**config.mk**
```make
export PLATFORM = sky130hd
export DESIGN_NAME = length_prefixed_deframer
export DESIGN_NICKNAME = d
export VERILOG_FILES = /design/src/rtl/lpd_pkg.sv /design/src/rtl/length_prefixed_deframer.sv /design/src/rtl/lpd_core.sv /design/src/rtl/lpd_outq.sv
export VERILOG_INCLUDE_DIRS = /design/src /design/src/rtl
export SDC_FILE = /design/constraint.sdc
export NUM_CORES = 1
export LEC_CHECK = 0
export BUFFER_PORTS_ARGS = -buffer_cell sky130_fd_sc_hd__buf_2
export CORE_UTILIZATION = 31
export DETAILED_ROUTE_END_ITERATION = 10
export PLACE_DENSITY = 0.5
export SLEW_MARGIN = 20
export SYNTH_ARGS = -nofsm -noshare
export SYNTH_HDL_FRONTEND = slang
export SYNTH_SLANG_ARGS = --single-unit
export TNS_END_PERCENT = 1
```
**constraint.sdc**
```tcl
create_clock -name i_clk -period 10.4 [get_ports i_clk]
set_clock_uncertainty 0.05 [all_clocks]
set_input_delay 0.52 -clock i_clk [delete_from_list [all_inputs] [get_ports i_clk]]
set_output_delay 0.52 -clock i_clk [all_outputs]
set_load 0.005 [all_outputs]
```
**src/rtl/length_prefixed_deframer_assert.svh**
```systemverilog
// ----------------------------------------------------------------------------
// length_prefixed_deframer_assert.svh
// Assertion macros for the deframer; they compile away when SYNTHESIS is set.
// ----------------------------------------------------------------------------
`ifndef LENGTH_PREFIXED_DEFRAMER_ASSERT_SVH
`define LENGTH_PREFIXED_DEFRAMER_ASSERT_SVH

`ifndef SYNTHESIS
// checked only out of reset
`define LPD_ASSERT(lbl, clk, rst_n, prop, msg) \
    lbl: assert property (@(posedge clk) disable iff (!rst_n) prop) else $error(msg);
// checked at every edge, reset included
`define LPD_ASSERT_ALWAYS(lbl, clk, prop, msg) \
    lbl: assert property (@(posedge clk) prop) else $error(msg);
`else
`define LPD_ASSERT(lbl, clk, rst_n, prop, msg)
`define LPD_ASSERT_ALWAYS(lbl, clk, prop, msg)
`endif

`endif

```
**src/rtl/lpd_pkg.sv**
```systemverilog
// ----------------------------------------------------------------------------
// lpd_pkg
// Shared widths, header constants and the result beat type of the deframer.
// ----------------------------------------------------------------------------
package lpd_pkg;

    localparam int BYTE_W    = 8;
    localparam int TAG_W     = 32;
    localparam int MAXP_W    = 32;

    // both header fields are four bytes
    localparam int HDR_BYTES = 4;
    localparam int HDR_CNT_W = $clog2(HDR_BYTES);
    localparam logic [HDR_CNT_W-1:0] HDR_LAST = HDR_CNT_W'(HDR_BYTES - 1);

    // result queue
    localparam int OQ_DEPTH  = 3;
    localparam int OQ_PTR_W  = $clog2(OQ_DEPTH);
    localparam int OQ_CNT_W  = $clog2(OQ_DEPTH + 1);

    typedef struct packed {
        logic [BYTE_W-1:0] payload_byte;
        logic [TAG_W-1:0]  packet_tag;
        logic              last_byte;
        logic              empty_packet;
        logic              oversize;
    } t_result;

endpackage

```
**src/rtl/length_prefixed_deframer.sv**
```systemverilog
// Path: input register, lpd_core, then the result queue that drives the output channel.
// Throughput: one byte per cycle while o_stall is low; header and payload bytes alike.
// Input stall comes from the three-entry result queue and the byte in the input register.
// Reset (synchronous, active low) clears frame state and queue; max_payload goes to all ones.
// No clearing pass: the block accepts bytes in the first cycle after reset.
// ----------------------------------------------------------------------------
// length_prefixed_deframer
// Deframes a byte stream of packets: 4-byte big-endian length, 4-byte
// big-endian id, then the payload. One result beat per payload byte, one
// beat for an empty packet, one flagged beat for an oversize packet.
// ----------------------------------------------------------------------------
module length_prefixed_deframer import lpd_pkg::*; #(
    parameter int LENGTH_BITS = 32
) (
    input  logic              i_clk,
    input  logic              i_rst_n,
    // byte input channel
    input  logic              i_valid,
    output logic              o_stall,
    input  logic [BYTE_W-1:0] i_data_byte,
    // result output channel
    output logic              o_valid,
    input  logic              i_stall,
    output logic [BYTE_W-1:0] o_payload_byte,
    output logic [TAG_W-1:0]  o_packet_tag,
    output logic              o_last_byte,
    output logic              o_empty_packet,
    output logic              o_oversize,
    // max_payload register write
    input  logic              i_cfg_valid,
    output logic              o_cfg_ready,
    input  logic [MAXP_W-1:0] i_cfg_data
);

    // input register
    logic              r_in_valid;
    logic [BYTE_W-1:0] r_in_byte;
    logic [MAXP_W-1:0] r_max_payload;

    logic                in_fire;
    logic                core_push;
    t_result             core_result;
    logic                q_valid;
    logic                q_pop;
    t_result             q_data;
    logic [OQ_CNT_W-1:0] q_count;
    logic [OQ_CNT_W:0]   q_claimed;

    // Space check: queued beats plus the byte still in the input register
    // must leave room for one more. Built from registers only, so stall never
    // waits on i_valid.
    assign q_claimed = {1'b0, q_count} + {{OQ_CNT_W{1'b0}}, r_in_valid};
    assign o_stall   = (q_claimed >= (OQ_CNT_W + 1)'(OQ_DEPTH));
    assign in_fire   = i_valid && !o_stall;

    assign o_cfg_ready = 1'b1;

    always_ff @(posedge i_clk) begin
        if (!i_rst_n) begin
            r_in_valid    <= 1'b0;
            r_max_payload <= '1;
        end else begin
            r_in_valid <= in_fire;
            if (i_cfg_valid) begin
                r_max_payload <= i_cfg_data;
            end
        end
    end

    // payload register, no reset
    always_ff @(posedge i_clk) begin
        if (in_fire) begin
            r_in_byte <= i_data_byte;
        end
    end

    lpd_core #(
        .LENGTH_BITS (LENGTH_BITS)
    ) u_core (
        .i_clk         (i_clk),
        .i_rst_n       (i_rst_n),
        .i_valid       (r_in_valid),
        .i_byte        (r_in_byte),
        .i_max_payload (r_max_payload),
        .o_push        (core_push),
        .o_result      (core_result)
    );

    // queue entries serve as the result register
    assign q_pop = q_valid && !i_stall;

    lpd_outq u_outq (
        .i_clk   (i_clk),
        .i_rst_n (i_rst_n),
        .i_push  (core_push),
        .i_data  (core_result),
        .i_pop   (q_pop),
        .o_valid (q_valid),
        .o_data  (q_data),
        .o_count (q_count)
    );

    assign o_valid        = q_valid;
    assign o_payload_byte = q_data.payload_byte;
    assign o_packet_tag   = q_data.packet_tag;
    assign o_last_byte    = q_data.last_byte;
    assign o_empty_packet = q_data.empty_packet;
    assign o_oversize     = q_data.oversize;

endmodule

```
**src/rtl/lpd_core.sv**
```systemverilog
// ----------------------------------------------------------------------------
// lpd_core
// Frame state and per-byte result logic: header assembly, payload counting,
// empty and oversize detection.
// ----------------------------------------------------------------------------
module lpd_core import lpd_pkg::*; #(
    parameter int LENGTH_BITS = 32
) (
    input  logic              i_clk,
    input  logic              i_rst_n,
    input  logic              i_valid,
    input  logic [BYTE_W-1:0] i_byte,
    input  logic [MAXP_W-1:0] i_max_payload,
    output logic              o_push,
    output t_result           o_result
);

    typedef enum logic [1:0] {
        PH_LEN = 2'd0,
        PH_TAG = 2'd1,
        PH_PAY = 2'd2
    } t_phase;

    t_phase                 r_phase,   n_phase;
    logic [HDR_CNT_W-1:0]   r_hdr_cnt, n_hdr_cnt;
    logic [LENGTH_BITS-1:0] r_len,     n_len;
    logic [TAG_W-1:0]       r_tag,     n_tag;
    logic [LENGTH_BITS-1:0] r_pay_cnt, n_pay_cnt;
    logic                   r_drop,    n_drop;

    logic                   hdr_done;
    logic [LENGTH_BITS-1:0] len_shift;
    logic [TAG_W-1:0]       tag_shift;
    logic [LENGTH_BITS-1:0] pay_inc;
    logic                   pay_last;

    assign hdr_done  = (r_hdr_cnt == HDR_LAST);
    assign len_shift = LENGTH_BITS'({r_len, i_byte});
    assign tag_shift = {r_tag[TAG_W-BYTE_W-1:0], i_byte};
    assign pay_inc   = r_pay_cnt + LENGTH_BITS'(1);
    assign pay_last  = (pay_inc == r_len);

    always_comb begin
        n_phase   = r_phase;
        n_hdr_cnt = r_hdr_cnt;
        n_len     = r_len;
        n_tag     = r_tag;
        n_pay_cnt = r_pay_cnt;
        n_drop    = r_drop;
        o_push    = 1'b0;
        o_result  = '0;
        if (i_valid) begin
            case (r_phase)
                PH_TAG: begin
                    n_tag     = tag_shift;
                    n_hdr_cnt = r_hdr_cnt + HDR_CNT_W'(1);
                    if (hdr_done) begin
                        n_hdr_cnt           = '0;
                        o_result.packet_tag = tag_shift;
                        o_result.last_byte  = 1'b1;
                        if (r_len == '0) begin
                            // zero length: one empty beat, new packet next
                            o_push                = 1'b1;
                            o_result.empty_packet = 1'b1;
                            n_phase               = PH_LEN;
                            n_tag                 = '0;
                            n_pay_cnt             = '0;
                            n_drop                = 1'b0;
                        end else begin
                            n_phase   = PH_PAY;
                            n_pay_cnt = '0;
                            if (MAXP_W'(r_len) > i_max_payload) begin
                                o_push            = 1'b1;
                                o_result.oversize = 1'b1;
                                n_drop            = 1'b1;
                            end else begin
                                n_drop = 1'b0;
                            end
                        end
                    end
                end
                PH_PAY: begin
                    n_pay_cnt = pay_inc;
                    if (!r_drop) begin
                        o_push                = 1'b1;
                        o_result.payload_byte = i_byte;
                        o_result.packet_tag   = r_tag;
                        o_result.last_byte    = pay_last;
                    end
                    if (pay_last) begin
                        n_phase   = PH_LEN;
                        n_hdr_cnt = '0;
                        n_len     = '0;
                        n_tag     = '0;
                        n_pay_cnt = '0;
                        n_drop    = 1'b0;
                    end
                end
                default: begin
                    // length header; the unused phase code lands here too
                    n_phase   = PH_LEN;
                    n_len     = len_shift;
                    n_hdr_cnt = r_hdr_cnt + HDR_CNT_W'(1);
                    if (hdr_done) begin
                        n_hdr_cnt = '0;
                        n_phase   = PH_TAG;
                        n_tag     = '0;
                    end
                end
            endcase
        end
    end

    always_ff @(posedge i_clk) begin
        if (!i_rst_n) begin
            r_phase   <= PH_LEN;
            r_hdr_cnt <= '0;
            r_len     <= '0;
            r_tag     <= '0;
            r_pay_cnt <= '0;
            r_drop    <= 1'b0;
        end else begin
            r_phase   <= n_phase;
            r_hdr_cnt <= n_hdr_cnt;
            r_len     <= n_len;
            r_tag     <= n_tag;
            r_pay_cnt <= n_pay_cnt;
            r_drop    <= n_drop;
        end
    end

endmodule

```
**src/rtl/lpd_outq.sv**
```systemverilog
// ----------------------------------------------------------------------------
// lpd_outq
// Small result queue; decouples the output stall from the input side.
// ----------------------------------------------------------------------------
`include "length_prefixed_deframer_assert.svh"

module lpd_outq import lpd_pkg::*; (
    input  logic                i_clk,
    input  logic                i_rst_n,
    input  logic                i_push,
    input  t_result             i_data,
    input  logic                i_pop,
    output logic                o_valid,
    output t_result             o_data,
    output logic [OQ_CNT_W-1:0] o_count
);

    localparam logic [OQ_CNT_W-1:0] CNT_FULL = OQ_CNT_W'(OQ_DEPTH);

    t_result               r_mem [OQ_DEPTH];
    logic [OQ_PTR_W-1:0]   r_wr, n_wr;
    logic [OQ_PTR_W-1:0]   r_rd, n_rd;
    logic [OQ_CNT_W-1:0]   r_count, n_count;

    // assertion helpers
    logic                  push_only;
    logic [OQ_CNT_W-1:0]   cnt_inc;
    logic                  at_bound;

    function automatic logic [OQ_PTR_W-1:0] ptr_inc(input logic [OQ_PTR_W-1:0] p);
        logic [OQ_PTR_W-1:0] q;
        if (p == OQ_PTR_W'(OQ_DEPTH - 1)) begin
            q = '0;
        end else begin
            q = p + OQ_PTR_W'(1);
        end
        return q;
    endfunction

    assign o_valid = (r_count != '0);
    assign o_data  = r_mem[r_rd];
    assign o_count = r_count;

    always_comb begin
        n_wr    = i_push ? ptr_inc(r_wr) : r_wr;
        n_rd    = i_pop  ? ptr_inc(r_rd) : r_rd;
        n_count = r_count;
        case ({i_push, i_pop})
            2'b10:   n_count = r_count + OQ_CNT_W'(1);
            2'b01:   n_count = r_count - OQ_CNT_W'(1);
            default: n_count = r_count;
        endcase
    end

    always_ff @(posedge i_clk) begin
        if (i_push) begin
            r_mem[r_wr] <= i_data;
        end
    end

    always_ff @(posedge i_clk) begin
        if (!i_rst_n) begin
            r_wr    <= '0;
            r_rd    <= '0;
            r_count <= '0;
        end else begin
            r_wr    <= n_wr;
            r_rd    <= n_rd;
            r_count <= n_count;
        end
    end

    assign push_only = i_push && !i_pop;
    assign cnt_inc   = r_count + OQ_CNT_W'(1);
    assign at_bound  = (r_count == '0) || (r_count == CNT_FULL);

    `LPD_ASSERT(a_no_overflow, i_clk, i_rst_n, i_push |-> (r_count != CNT_FULL), "queue overflow")
    `LPD_ASSERT_ALWAYS(a_count_bound, i_clk, !i_rst_n || (r_count <= CNT_FULL), "bad count")
    `LPD_ASSERT(a_count_up, i_clk, i_rst_n, push_only |=> r_count == $past(cnt_inc), "count stuck")
    `LPD_ASSERT(a_ptr_match, i_clk, i_rst_n, (r_wr == r_rd) |-> at_bound, "pointer mismatch")

endmodule
```
-- After elaboration in Yosys (flattened, before gate mapping)
Memory sizes are Yosys's and may differ from the RTL's. A register that Yosys moved wholly into a read port is not among the register bits.
Cells that the tools add are included.
- bitwise logic cells: 1
- reduce and logical (&&, ||, !) cells: 15
- order comparisons: 2
- equal/unequal tests: 10
- add/sub/neg operators: 7
- muxes and demuxes: 39
- operator list (kind ; count):
    32-bit case mux with 2 select lines ; 3
    32-bit two-way mux ; 5
    33-bit case mux with 2 select lines ; 1
    43-bit two-way mux ; 1
    41-bit two-way mux ; 1
    35-bit two-way mux ; 1
    32-bit by 1-bit adder with 32-bit output, second input constant ; 1
    32-bit equality test ; 1
    32-bit > comparator ; 1
    32-bit zero test ; 1
    2-bit two-way mux ; 10
    1-bit two-way mux ; 12
    3-bit AND reduction ; 4
    2-bit equality test, second input constant ; 5
    2-bit by 1-bit adder with 2-bit output, second input constant ; 4
    8-bit two-way mux ; 1
    2-bit case mux with 2 select lines ; 2
    2-bit nonzero test ; 3
    2-bit by 1-bit equality test with 1-bit output, second input constant ; 2
    2-bit by 1-bit != test with 1-bit output, second input constant ; 2
    1-bit case mux with 2 select lines ; 2
    4-bit AND reduction ; 1
    2-bit by 1-bit adder with 3-bit output ; 1
    3-bit by 2-bit >= comparator with 1-bit output, second input constant ; 1
    other kinds (6) ; 8
- RAM bits: 129
- memories kept: 1
- output and inout port bits: 46
- word-level logic and storage cells: 87
- bits of input ports: 45
- register bits: 148
- memories (name ; depth ; width ; read ports ; clocked after Yosys merged registers in ; write ports ; RTL line ; text):
    u_outq.r_mem ; 3 ; 43 ; 1 ; 1 ; 1 ; lpd_outq.sv:20 ; t_result r_mem [OQ_DEPTH];

-- Logic depth before layout (Yosys ltp)
Gate-level depths: netlist of run 1.
- word-level depth: 8
- gate-level depth with buffers: 15
- mapped depth without buffers: 15

-- Modules after synthesis
A second synthesis of run 1 with hierarchy kept.
- cell total of the unflattened synthesis: 1272
- area total of the unflattened synthesis: 13256.5 um2
- modules (own cells, without submodules) (module ; seq. area each (um2) ; times used ; area each (um2) ; cells each):
    lpd_core ; 2021.9 ; 1 ; 6682.7 ; 846
    lpd_outq ; 4033.9 ; 1 ; 5086.1 ; 304
    length_prefixed_deframer ; 900.9 ; 1 ; 1487.7 ; 122

-- Worst setup path after synthesis of run 1
No wires, ideal clock.
- path type: reg-to-reg
- from: register u_core.r_len[5]
- to: memory u_outq.r_mem[1][0] (netlist bit), enable pin
- cell stages (with the launch flop): 10
- library setup time: 566 ps
- period minus slack after synthesis: 6541 ps
- data required time: 9784 ps
- arrival time: 5925 ps
- path slack: 3859 ps
- path buffers: 0
- cell sequence: dfxtp_1 ha_1 a21o_1 a21o_1 a21oi_1 o21ai_0 a221o_1 a221o_1 a211oi_1 nor4b_1
- cells in the longest elaborated chain, start to end: 8
- elaborated cells on any way between the ends: 9
- those cells by class: order compare (1); mux (7); reduce/logical (1)
- ends and longest elaborated chain (what ; RTL line ; text):
    start, declared ; lpd_core.sv:26 ; logic [LENGTH_BITS-1:0] r_len, n_len;
    start signal, assigned ; lpd_core.sv:125 ; r_len <= n_len;
    32-bit > comparator ; lpd_core.sv:72 ; if (MAXP_W'(r_len) > i_max_payload) begin
    1-bit two-way mux ; lpd_core.sv:72 ;
    1-bit two-way mux * ; lpd_core.sv:61 ; if (r_len == '0) begin
    1-bit two-way mux * ; lpd_core.sv:57 ; if (hdr_done) begin
    1-bit case mux with 2 select lines * ; lpd_core.sv:53 ; case (r_phase)
    1-bit two-way mux * ; lpd_core.sv:52 ; if (i_valid) begin
    1-bit two-way mux * ; lpd_outq.sv:56 ; if (i_push) begin
    1-bit two-way mux (implied by the code) * ; lpd_outq.sv:57 ; r_mem[r_wr] <= i_data;
    end, declared ; lpd_outq.sv:20 ;
Every way passes the cells marked *; elsewhere a longest branch is shown, timed or not.

-- Final worst setup path of run 1
- from: register u_core.r_pay_cnt[0]
- to: register u_core.r_tag[27]
- cells in the longest elaborated chain, start to end: 4
- ends and longest elaborated chain (what ; RTL line ; text):
    start, declared ; lpd_core.sv:28 ; logic [LENGTH_BITS-1:0] r_pay_cnt, n_pay_cnt;
    start signal, assigned ; lpd_core.sv:127 ; r_pay_cnt <= n_pay_cnt;
    32-bit by 1-bit adder with 32-bit output ; lpd_core.sv:40 ; assign pay_inc = r_pay_cnt + LENGTH_BITS'(1);
    32-bit equality test ; lpd_core.sv:41 ; assign pay_last = (pay_inc == r_len);
    2-bit by 1-bit != test with 1-bit output (no source line) ; -- ;
    3-bit AND reduction (no source line) ; -- ;
    end signal, assigned ; lpd_core.sv:126 ; r_tag <= n_tag;
    end, declared ; lpd_core.sv:27 ; logic [TAG_W-1:0] r_tag, n_tag;
Every way passes these cells.
A chain may end at the register's enable or synchronous reset.

==> flow_metrics.env, run 1 <==
export IMPL_route_met2_wl_mm=15.4
export IMPL_syn_inst=1280
export IMPL_place_hpwl_mm=22.9
export IMPL_regToRegStartpoint="u_core.r_pay_cnt[0]"
export IMPL_initial_core_util=0.316
export IMPL_power_density_mw_per_mm2=155
export IMPL_syn_num_nets=1365
export IMPL_hold_viol_final=0
export IMPL_drv_slew=0
export IMPL_utilization=0.361
export IMPL_overflow=0
export IMPL_netlist_area_mm2=0.0133
export IMPL_grt_pass1_wl_mm=54.3
export IMPL_fmaxAchievable_ghz=0.223
export IMPL_ant_nets=0
export IMPL_grt_max_degree=87
export IMPL_relSlewSlack=0.295
export IMPL_r2r_cells=12
export IMPL_fp_dieH_um=209
export IMPL_wl_met3_mm=1.50
export IMPL_cp_num_buf_inv=2
export IMPL_startpoint="u_core.r_pay_cnt[0]"
export IMPL_power_leakage_uw=0.00553
export IMPL_status="completed"
export IMPL_worst_setup_path_start_kind="flip-flop"
export IMPL_die_w_um=209
export IMPL_finalPower_uw=2350
export IMPL_ys_seq_area_frac=0.524
export IMPL_avgSynthCellArea_um2=10.4
export IMPL_setup_violations_final=0
export IMPL_cts_path_max_buffers=3
export IMPL_yosysUniqueCellTypes=75
export IMPL_row_count=75
export IMPL_drt_initial_drc_count=663
export IMPL_grt_pass1_vias=9478
export IMPL_worstHoldEndpoint="r_in_byte[5]"
export IMPL_hold_buffers=0
export IMPL_whs_ns=0.0755
export IMPL_root_buffer="clkbuf_16"
export IMPL_crit_cells=12
export IMPL_antenna_found_initial=1
export IMPL_synth_edf_count=137
export IMPL_crit_family="simple AND/OR/NAND/NOR gates"
export IMPL_crit_path_cell_trace="ha_1 -> nand3_2 -> or4_1 -> nor4b_1 -> o22ai_1 -> nor4_1 -> nand4_2 -> and2_1 -> buf_4 -> nor3_4 -> buf_4 -> mux2i_1"
export IMPL_vias=9737
export IMPL_fillCellCount=4216
export IMPL_endpoint_kind="flip-flop"
export IMPL_vias_per_cell=5.14
export IMPL_cts_tree="built"
export IMPL_clk_pin_slew_ns=0.06
export IMPL_first_pass_iters=5
export IMPL_coreArea_mm2=0.0420
export IMPL_drcViolationCount=0
export IMPL_regToRegEndpoint="u_core.r_tag[27]"
export IMPL_numCtsBuffers=31
export IMPL_cp_common_cell="buf_4"
export IMPL_period_minus_slack_ns=4.48
export IMPL_synthToLayoutAreaGrowth_pct=14.3
export IMPL_clock_sinks=279
export IMPL_gp_congestion=0.875
export IMPL_met1_length_mm=16.7
export IMPL_synth_flop_cell="dfxtp_1"
export IMPL_maxCapViolCount=0
export IMPL_wirelength_mm=34.3
export IMPL_cpPeakStageDelay_ns=0.74
export IMPL_port_buffers=89
export IMPL_critPathMaxFanout=32
export IMPL_worstHoldStart="i_data_byte[5]"
export IMPL_cts_htree_levels=1
export IMPL_rsz0062_at_grt="false"
export IMPL_layout_common_cells="nand2_1, dfxtp_1, edfxtp_1"
export IMPL_n_antenna_cell=0
export IMPL_tns_ns=0
export IMPL_wl_per_cell_um=18.1
export IMPL_r2r_slack_ns=5.92
export IMPL_ys_seq_elements=279
export IMPL_cts_resized=0
export IMPL_grt_usage=0.156
export IMPL_finalNetCount=1414
export IMPL_cts_setup_buffers=0
export IMPL_top_layer_used="met5"
export IMPL_clk_latency_ns=0.58
export IMPL_yosys_warnings=0
export IMPL_async_flop_share=0
export IMPL_crit_type="flip-flop to flip-flop"
export IMPL_worstHoldPathType="primary input to flip-flop"
export IMPL_worstHoldPathCells=1
export IMPL_fin_crit_sh=0.431
export IMPL_peakVddDrop_v=0.000125
export IMPL_final_common_cell="nand2_1"
export IMPL_crit_path_top_delay_cell="or4_1"
export IMPL_critPathArrivalTime_ns=4.93
export IMPL_worst_pin_slew_ns=1.05
export IMPL_pin_count=91
export IMPL_crit_required_ns=10.85
export IMPL_drive_gt1_frac=0.140
export IMPL_dieArea_mm2=0.0436
-- final cells by class --
cell class	count	area [um^2]	share of cell area
clock inverters	16	180	0.0119
inverters	48	180	0.0119
multi-input cells	862	5730	0.378
well taps	539	674	0.0445
clock buffers	42	847	0.0559
flip-flops and latches	279	6960	0.459
repair buffers	107	581	0.0383
-- through the flow --
stage / setup WS (ns) / cells / instance area [um^2]
6_report: 5.92 / 1893 / 15200
3_3_place_gp: 6.12 / 1835 / 14100
3_5_place_dp: 5.97 / 1835 / 14100
5_1_grt: 5.63 / 1893 / 15200
2_1_floorplan: 3.86 / 1280 / 13300
4_1_cts: 5.95 / 1893 / 15200
-- state kept, by name, summed over array words and instances, names as in the netlist, named ones only --
| name | cells |
|---|---|
| u_outq.o_count | 2 |
| u_core.r_drop | 1 |
| r_in_valid | 1 |
| r_in_byte | 8 |
| u_core.r_phase | 2 |
| u_core.r_hdr_cnt | 2 |
| r_max_payload | 32 |
| u_outq.r_wr | 2 |
| u_core.r_len | 32 |
| u_outq.r_mem | 129 |
| u_outq.r_rd | 2 |
| u_core.r_pay_cnt | 32 |
| u_core.r_tag | 32 |
-- worst max path at each step --
stage | endpoint | slack (ns)
after detailed placement | u_core.r_tag[27] | 5.97
final | u_core.r_tag[27] | 5.92
after global routing | u_core.r_tag[26] | 5.63
after CTS | u_core.r_tag[27] | 5.95
after global placement | u_core.r_tag[26] | 6.12
after floorplan | u_outq.r_mem[1][0] | 3.86
-- per-layer routing --
| metal | GRT usage | vias up |
|---|---|---|
| met4 | 0.0461 | 2 |
| li1 | - | 4783 |
| met3 | 0.0236 | 44 |
| met5 | 0 | - |
| met1 | 0.223 | 4700 |
| met2 | 0.244 | 208 |
-- worst reg2reg max path, cell delays in order, from the launching register on --
cell	delay, ns
dfxtp_1	0.47
ha_1	0.32
nand3_2	0.23
or4_1	0.74
nor4b_1	0.46
o22ai_1	0.11
nor4_1	0.26
nand4_2	0.24
and2_1	0.32
buf_4	0.25
nor3_4	0.17
buf_4	0.50
mux2i_1	0.28
-- logic make-up after synthesis --
| logic type | count (synthesis) | synth area share |
|---|---|---|
| and+or+nand+nor | 426 | 0.159 |
| DFF | 279 | 0.524 |
| AOI/OAI and AO/OA | 266 | 0.140 |
| buffers and inverters | 139 | 0.0452 |
| muxes | 80 | 0.0604 |
| xor gates and xnor gates | 49 | 0.0324 |
| adders and majority gates | 40 | 0.0377 |
| other | 1 | 0.000283 |
-- synthesized netlist by cell type (10+ instances only) --
cell        n  area, um^2
xor2_1     24         210
edfxtp_1  137        4110
ha_1       40         500
buf_2      10        50.1
buf_1      14        52.6
o211ai_1   37         278
or4_1      10        75.1
nor3_1     13        65.1
nor4_1     19         119
a21o_1     13        97.6
nor2_1     81         304
clkbuf_1   56         210
a22o_1     32         280
nand2_1   173         649
mux2i_1    80         801
a21oi_1    27         135
dfxtp_1   142        2840
nand3_1    19        95.1
inv_1      47         176
o21ai_0    70         350
xnor2_1    25         219
and3_1     21         131
a22oi_1    32         240
nand4_1    24         150
-- power by group --
part,switching (uW),total [uW],internal (uW)
sequential,12.5,1170,1160
combinational,45.3,71.9,26.6
clock,457,1110,649
Power figures use the tool's default switching activity.
==> run 2: changes to the inputs <==
==> constraint.sdc (replaced) <==
create_clock -name i_clk -period 4.15 [get_ports i_clk]
set_clock_uncertainty 0.05 [all_clocks]
set_input_delay 0.2075 -clock i_clk [delete_from_list [all_inputs] [get_ports i_clk]]
set_output_delay 0.2075 -clock i_clk [all_outputs]
set_load 0.005 [all_outputs]
==> run 2 against run 1 <==
Hold slack better by 0.084 ns; worst setup slack worse by 5.6 ns; first-iteration DRC count down 6.2%; routed wire length is 6.0% higher; final cell count rose by 4.9%; power rose to 2.6 times the previous value; via count up 3.6%; count of clock-buffer cells in the layout rose by 7; cell area increased by 6.1%; critical path depth shrank 1; global-route usage rose by 1.1 points; register-to-register slack worse by 5.6 ns.
==> flow_metrics.env, run 2 (synthesis gave the netlist of run 1 again) <==
export IMPL_status="completed"
export IMPL_wl_per_cell_um=18.3
export IMPL_root_buffer="clkbuf_16"
export IMPL_endpoint_kind="flip-flop"
export IMPL_final_common_cell="nand2_1"
export IMPL_worst_pin_slew_ns=1.02
export IMPL_wirelength_mm=36.3
export IMPL_place_inst=1884
export IMPL_overflow=0
export IMPL_period_minus_slack_ns=3.86
export IMPL_grt_pass1_vias=9920
export IMPL_ant_nets=0
export IMPL_grt_pass1_wl_mm=57.0
export IMPL_crit_path_cell_trace="ha_2 -> nand3_2 -> buf_4 -> nor3_2 -> nand3_1 -> or3b_2 -> a2111oi_2 -> nand4_2 -> and2_4 -> o31a_4 -> a22o_1"
export IMPL_peakVddDrop_v=0.000241
export IMPL_worst_setup_path_start_kind="flip-flop"
export IMPL_power_leakage_uw=0.00599
export IMPL_crit_path_top_delay_cell="or3b_2"
export IMPL_grt_max_degree=64
export IMPL_layout_common_cells="nand2_1, dfxtp_1, edfxtp_1"
export IMPL_largest_register_ffs=129
export IMPL_critPathMaxFanout=32
export IMPL_dieArea_mm2=0.0436
export IMPL_regMostFlops="u_outq.r_mem"
export IMPL_fmaxAchievable_ghz=0.259
export IMPL_rsz0062_at_grt="false"
export IMPL_coreArea_mm2=0.0420
export IMPL_drcViolationCount=0
export IMPL_crit_type="flip-flop to flip-flop"
export IMPL_port_buffers=89
export IMPL_clk_pin_slew_ns=0.06
export IMPL_initial_core_util=0.316
export IMPL_gp_congestion=0.884
export IMPL_cts_path_max_buffers=3
export IMPL_vias=10100
export IMPL_drive_gt1_frac=0.169
export IMPL_whs_ns=0.159
export IMPL_drt_initial_drc_count=622
export IMPL_setup_violations_final=0
export IMPL_crit_required_ns=4.52
export IMPL_tns_ns=0
export IMPL_fp_dieH_um=209
export IMPL_power_density_mw_per_mm2=380
export IMPL_fillCellCount=4159
export IMPL_n_antenna_cell=0
export IMPL_worstHoldPathType="primary input to flip-flop"
export IMPL_hold_viol_final=0
export IMPL_cts_tree="built"
export IMPL_numCtsBuffers=34
export IMPL_grt_usage=0.167
export IMPL_critPathArrivalTime_ns=4.23
export IMPL_clock_sinks=279
export IMPL_row_count=75
export IMPL_die_w_um=209
export IMPL_pin_count=91
export IMPL_cts_htree_levels=2
export IMPL_fin_crit_sh=0.929
export IMPL_fin_cells=1986
export IMPL_synthToLayoutAreaGrowth_pct=21.2
export IMPL_vias_per_cell=5.08
export IMPL_drv_slew=0
export IMPL_cts_setup_buffers=0
export IMPL_clk_latency_ns=0.55
export IMPL_cpPeakStageDelay_ns=0.54
export IMPL_maxCapViolCount=0
export IMPL_first_pass_iters=5
export IMPL_antenna_found_initial=0
export IMPL_place_hpwl_mm=24.7
export IMPL_finalNetCount=1507
export IMPL_relSlewSlack=0.321
[run 2: critical path: cells and delay by family, from the launching register on]
kind / cells / cell delay, ns
buf+inv: 1 / 0.20
compound gates: 3 / 1.19
simple gates: 6 / 1.59
fa+ha+maj: 1 / 0.28
flops: 1 / 0.42
[run 2: power breakdown]
part           switching, uW  total (uW)  internal, uW  leakage [uW]
combinational            130         232           102       0.00295
sequential              22.8        2920          2900       0.00249
clock                   1200        2960          1760      0.000548
total                   1350        6110          4760       0.00599
[run 2: worst paths after layout]
path | start | to | slack, ns | cells after the start
worst max-delay path | u_core.r_pay_cnt[1] | u_core.r_len[29] | 0.29 | 11
worst min-delay path | i_stall | flip-flop | 0.16 | 4
worst max register to register | u_core.r_pay_cnt[1] | u_core.r_len[29] | 0.29 | 11
worst min register to register | u_core.r_tag[30] | u_core.r_tag[30] | 0.41 | 2
[run 2: cell type report]
class	instances	area [um^2]	share of cell area
clock buffer	49	962	0.0599
tap	539	674	0.0420
timing repair buffer	197	1370	0.0853
sequential	279	6960	0.433
multi-input combinational	862	5770	0.359
clock inverter	12	160	0.00996
inverter	48	180	0.0112
[run 2: metrics by stage]
stage / utilization / setup slack, ns / instance area (um^2) / power [uW]
final: 0.382 / 0.294 / 16100 / 6110
after global placement: 0.346 / 0.126 / 14500 / 3180
after CTS: 0.382 / 0.0914 / 16100 / 6210
after detailed placement: 0.346 / 0.110 / 14500 / 3180
after global routing: 0.382 / 0.0846 / 16100 / 6340
after floorplan: - / -0.265 / 13300 / 3100
[run 2: timing repair]
action,in CTS,in global routing
hold endpoints to repair,41,0
setup endpoints to repair,0,84
gates resized for setup,0,6
hold buffers,41,0
[run 2: metal layers]
layer / GRT usage / vias to the layer above / share of wire
met3: 0.0305 / 47 / 0.041
met5: 0 / - / 0
met1: 0.231 / 4862 / 0.49
li1: - / 4979 / -
met2: 0.265 / 197 / 0.45
met4: 0.0512 / 0 / 0.022
==> run 3: changes to the inputs <==
--- a/config.mk
+++ b/config.mk
@@ -6,10 +6,10 @@
 export SDC_FILE = /design/constraint.sdc
 export NUM_CORES = 1
 export LEC_CHECK = 0
-export BUFFER_PORTS_ARGS = -buffer_cell sky130_fd_sc_hd__buf_2
 export CORE_UTILIZATION = 31
 export DETAILED_ROUTE_END_ITERATION = 10
-export PLACE_DENSITY = 0.5
+export DONT_BUFFER_PORTS = 1
+export PLACE_DENSITY = 0.49
 export SLEW_MARGIN = 20
 export SYNTH_ARGS = -nofsm -noshare
 export SYNTH_HDL_FRONTEND = slang
==> run 3 against run 2 <==
Final cell count down 2.7%; global-route usage down 0.22 points; core utilization up 0.13 points; clock power up 2%.
==> flow_metrics.env, run 3 (synthesis gave the netlist of run 1 again) <==
export IMPL_status="completed"
export IMPL_worst_setup_path_start_kind="flip-flop"
export IMPL_antenna_found_initial=2
export IMPL_grt_max_degree=98
export IMPL_die_w_um=209
export IMPL_final_area_mm2=0.0161
export IMPL_fin_crit_sh=0.933
export IMPL_drv_slew=0
export IMPL_place_hpwl_mm=23.4
export IMPL_power_density_mw_per_mm2=384
export IMPL_regToRegEndpoint="u_core.r_len[31]"
export IMPL_row_count=75
export IMPL_coreArea_mm2=0.0420
export IMPL_cts_setup_buffers=0
export IMPL_overflow=0
export IMPL_fmaxAchievable_ghz=0.258
export IMPL_layout_common_cells="nand2_1, dfxtp_1, edfxtp_1"
export IMPL_critPathArrivalTime_ns=4.30
export IMPL_numCtsBuffers=31
export IMPL_r2r_slack_ns=0.28
export IMPL_rsz0062_at_grt="false"
export IMPL_root_buffer="clkbuf_16"
export IMPL_wirelength_mm=36.3
export IMPL_drt_initial_drc_count=619
export IMPL_clock_sinks=279
export IMPL_period_minus_slack_ns=3.87
export IMPL_finalNetCount=1452
export IMPL_worstHoldPathType="primary input to flip-flop"
export IMPL_grt_pass1_vias=9871
export IMPL_synthToLayoutAreaGrowth_pct=21.6
export IMPL_utilization=0.384
export IMPL_clk_pin_slew_ns=0.06
export IMPL_cpPeakStageDelay_ns=0.64
export IMPL_relSlewSlack=0.295
export IMPL_crit_required_ns=4.58
export IMPL_drive_gt1_frac=0.0963
export IMPL_r2r_cells=10
export IMPL_cts_htree_levels=1
export IMPL_fp_dieH_um=209
export IMPL_regMostFlops="u_outq.r_mem"
export IMPL_vias_per_cell=5.16
export IMPL_ant_nets=0
export IMPL_worst_pin_slew_ns=1.06
export IMPL_pin_count=91
export IMPL_power_leakage_uw=0.00573
export IMPL_clk_latency_ns=0.59
export IMPL_critPathMaxFanout=32
export IMPL_crit_path_cell_trace="ha_1 -> nand3_2 -> or4_4 -> o41ai_2 -> o311ai_1 -> nor4_2 -> nand4_2 -> and2_1 -> o31a_4 -> a22o_1"
export IMPL_largest_register_ffs=129
export IMPL_grt_pass1_wl_mm=57.1
export IMPL_fillCellCount=4085
export IMPL_startpoint="u_core.r_pay_cnt[0]"
export IMPL_regToRegStartpoint="u_core.r_pay_cnt[0]"
export IMPL_final_common_cell="nand2_1"
export IMPL_placed_cell_area_mm2=0.0139
export IMPL_grt_usage=0.165
export IMPL_crit_type="flip-flop to flip-flop"
export IMPL_cts_path_max_buffers=3
export IMPL_whs_ns=0.0400
export IMPL_endpoint_kind="flip-flop"
export IMPL_initial_core_util=0.316
export IMPL_wl_per_cell_um=18.8
export IMPL_vias=9962
export IMPL_maxCapViolCount=0
export IMPL_gp_congestion=0.912
export IMPL_port_buffers=0
export IMPL_first_pass_iters=5
export IMPL_drcViolationCount=0
export IMPL_hold_viol_final=0
export IMPL_dieArea_mm2=0.0436
export IMPL_cts_tree="built"
export IMPL_peakVddDrop_v=0.000248
export IMPL_crit_path_top_delay_cell="or4_4"
export IMPL_endpoint="u_core.r_len[31]"
export IMPL_setup_violations_final=0
-- run 3: cell types whose count changed in the layout (fill, tap and decap cells not counted), sizes merged --
cell,previous run,this run
clkinvlp,0,6
bufinv,2,6
buf,156,42
clkbuf,49,32
clkinv,12,9
dlygate4sd3,41,103
inv,46,53
diode,0,1
-- run 3: layer usage --
layer / track usage / wire (um)
met3: 0.0271 / 1580
met1: 0.222 / 17100
met5: 0 / 0
met2: 0.271 / 16700
met4: 0.0492 / 840
-- run 3: worst min-delay path by stage --
stage | start | end | slack, ns | depth (start not counted)
after floorplan | i_data_byte[0] | r_in_byte[0] | 0.26 | 0
final | i_rst_n | u_core.r_pay_cnt[31] | 0.04 | 3
after global routing | i_rst_n | u_core.r_pay_cnt[31] | 0.06 | 3
after CTS | i_rst_n | u_outq.r_wr[1] | 0.01 | 3
after global placement | i_data_byte[3] | r_in_byte[3] | 0.26 | 0
after detailed placement | i_data_byte[5] | r_in_byte[5] | 0.26 | 0
-- run 3: what timing repair did --
item	4_1_cts	5_1_grt
hold buffers	105	0
resized for setup	0	2
endpoints found under the setup margin	0	84
hold endpoints to repair	116	0
-- run 3: where the power goes --
group / total [uW] / leakage, uW / internal, uW / switching, uW
sequential: 2920 / 0.00249 / 2900 / 26.5
clock: 3010 / 0.000534 / 1770 / 1230
combinational: 267 / 0.00271 / 133 / 135
total: 6200 / 0.00573 / 4800 / 1390
-- run 3: worst max-delay path, delay by kind of cell (launching register included) --
family | cells | cell delay, ns
simple gates | 5 | 1.68
compound gates | 4 | 1.21
flops | 1 | 0.46
fa+ha+maj | 1 | 0.31
-- run 3: metrics by stage --
step | power (uW) | worst slack, ns | setup TNS (ns) | cells
after floorplan | 3100 | -0.265 | -22.76 | 1280
after global placement | 3130 | 0.301 | 0 | 1768
after detailed placement | 3140 | 0.201 | 0 | 1768
after CTS | 6260 | 0.176 | 0 | 1931
after global routing | 6410 | 0.0114 | 0 | 1932
final | 6200 | 0.277 | 0 | 1932
-- run 3: layout make-up --
| cell class | count | area [um^2] | area share |
|---|---|---|---|
| clock inverter | 26 | 350 | 0.0217 |
| timing repair buffer | 145 | 1420 | 0.0878 |
| sequential | 279 | 6960 | 0.431 |
| clock buffer | 32 | 779 | 0.0483 |
| multi-input combinational | 862 | 5770 | 0.358 |
| antenna | 1 | 2.50 | 0.000155 |
| tap | 539 | 674 | 0.0418 |
| inverter | 48 | 180 | 0.0112 |
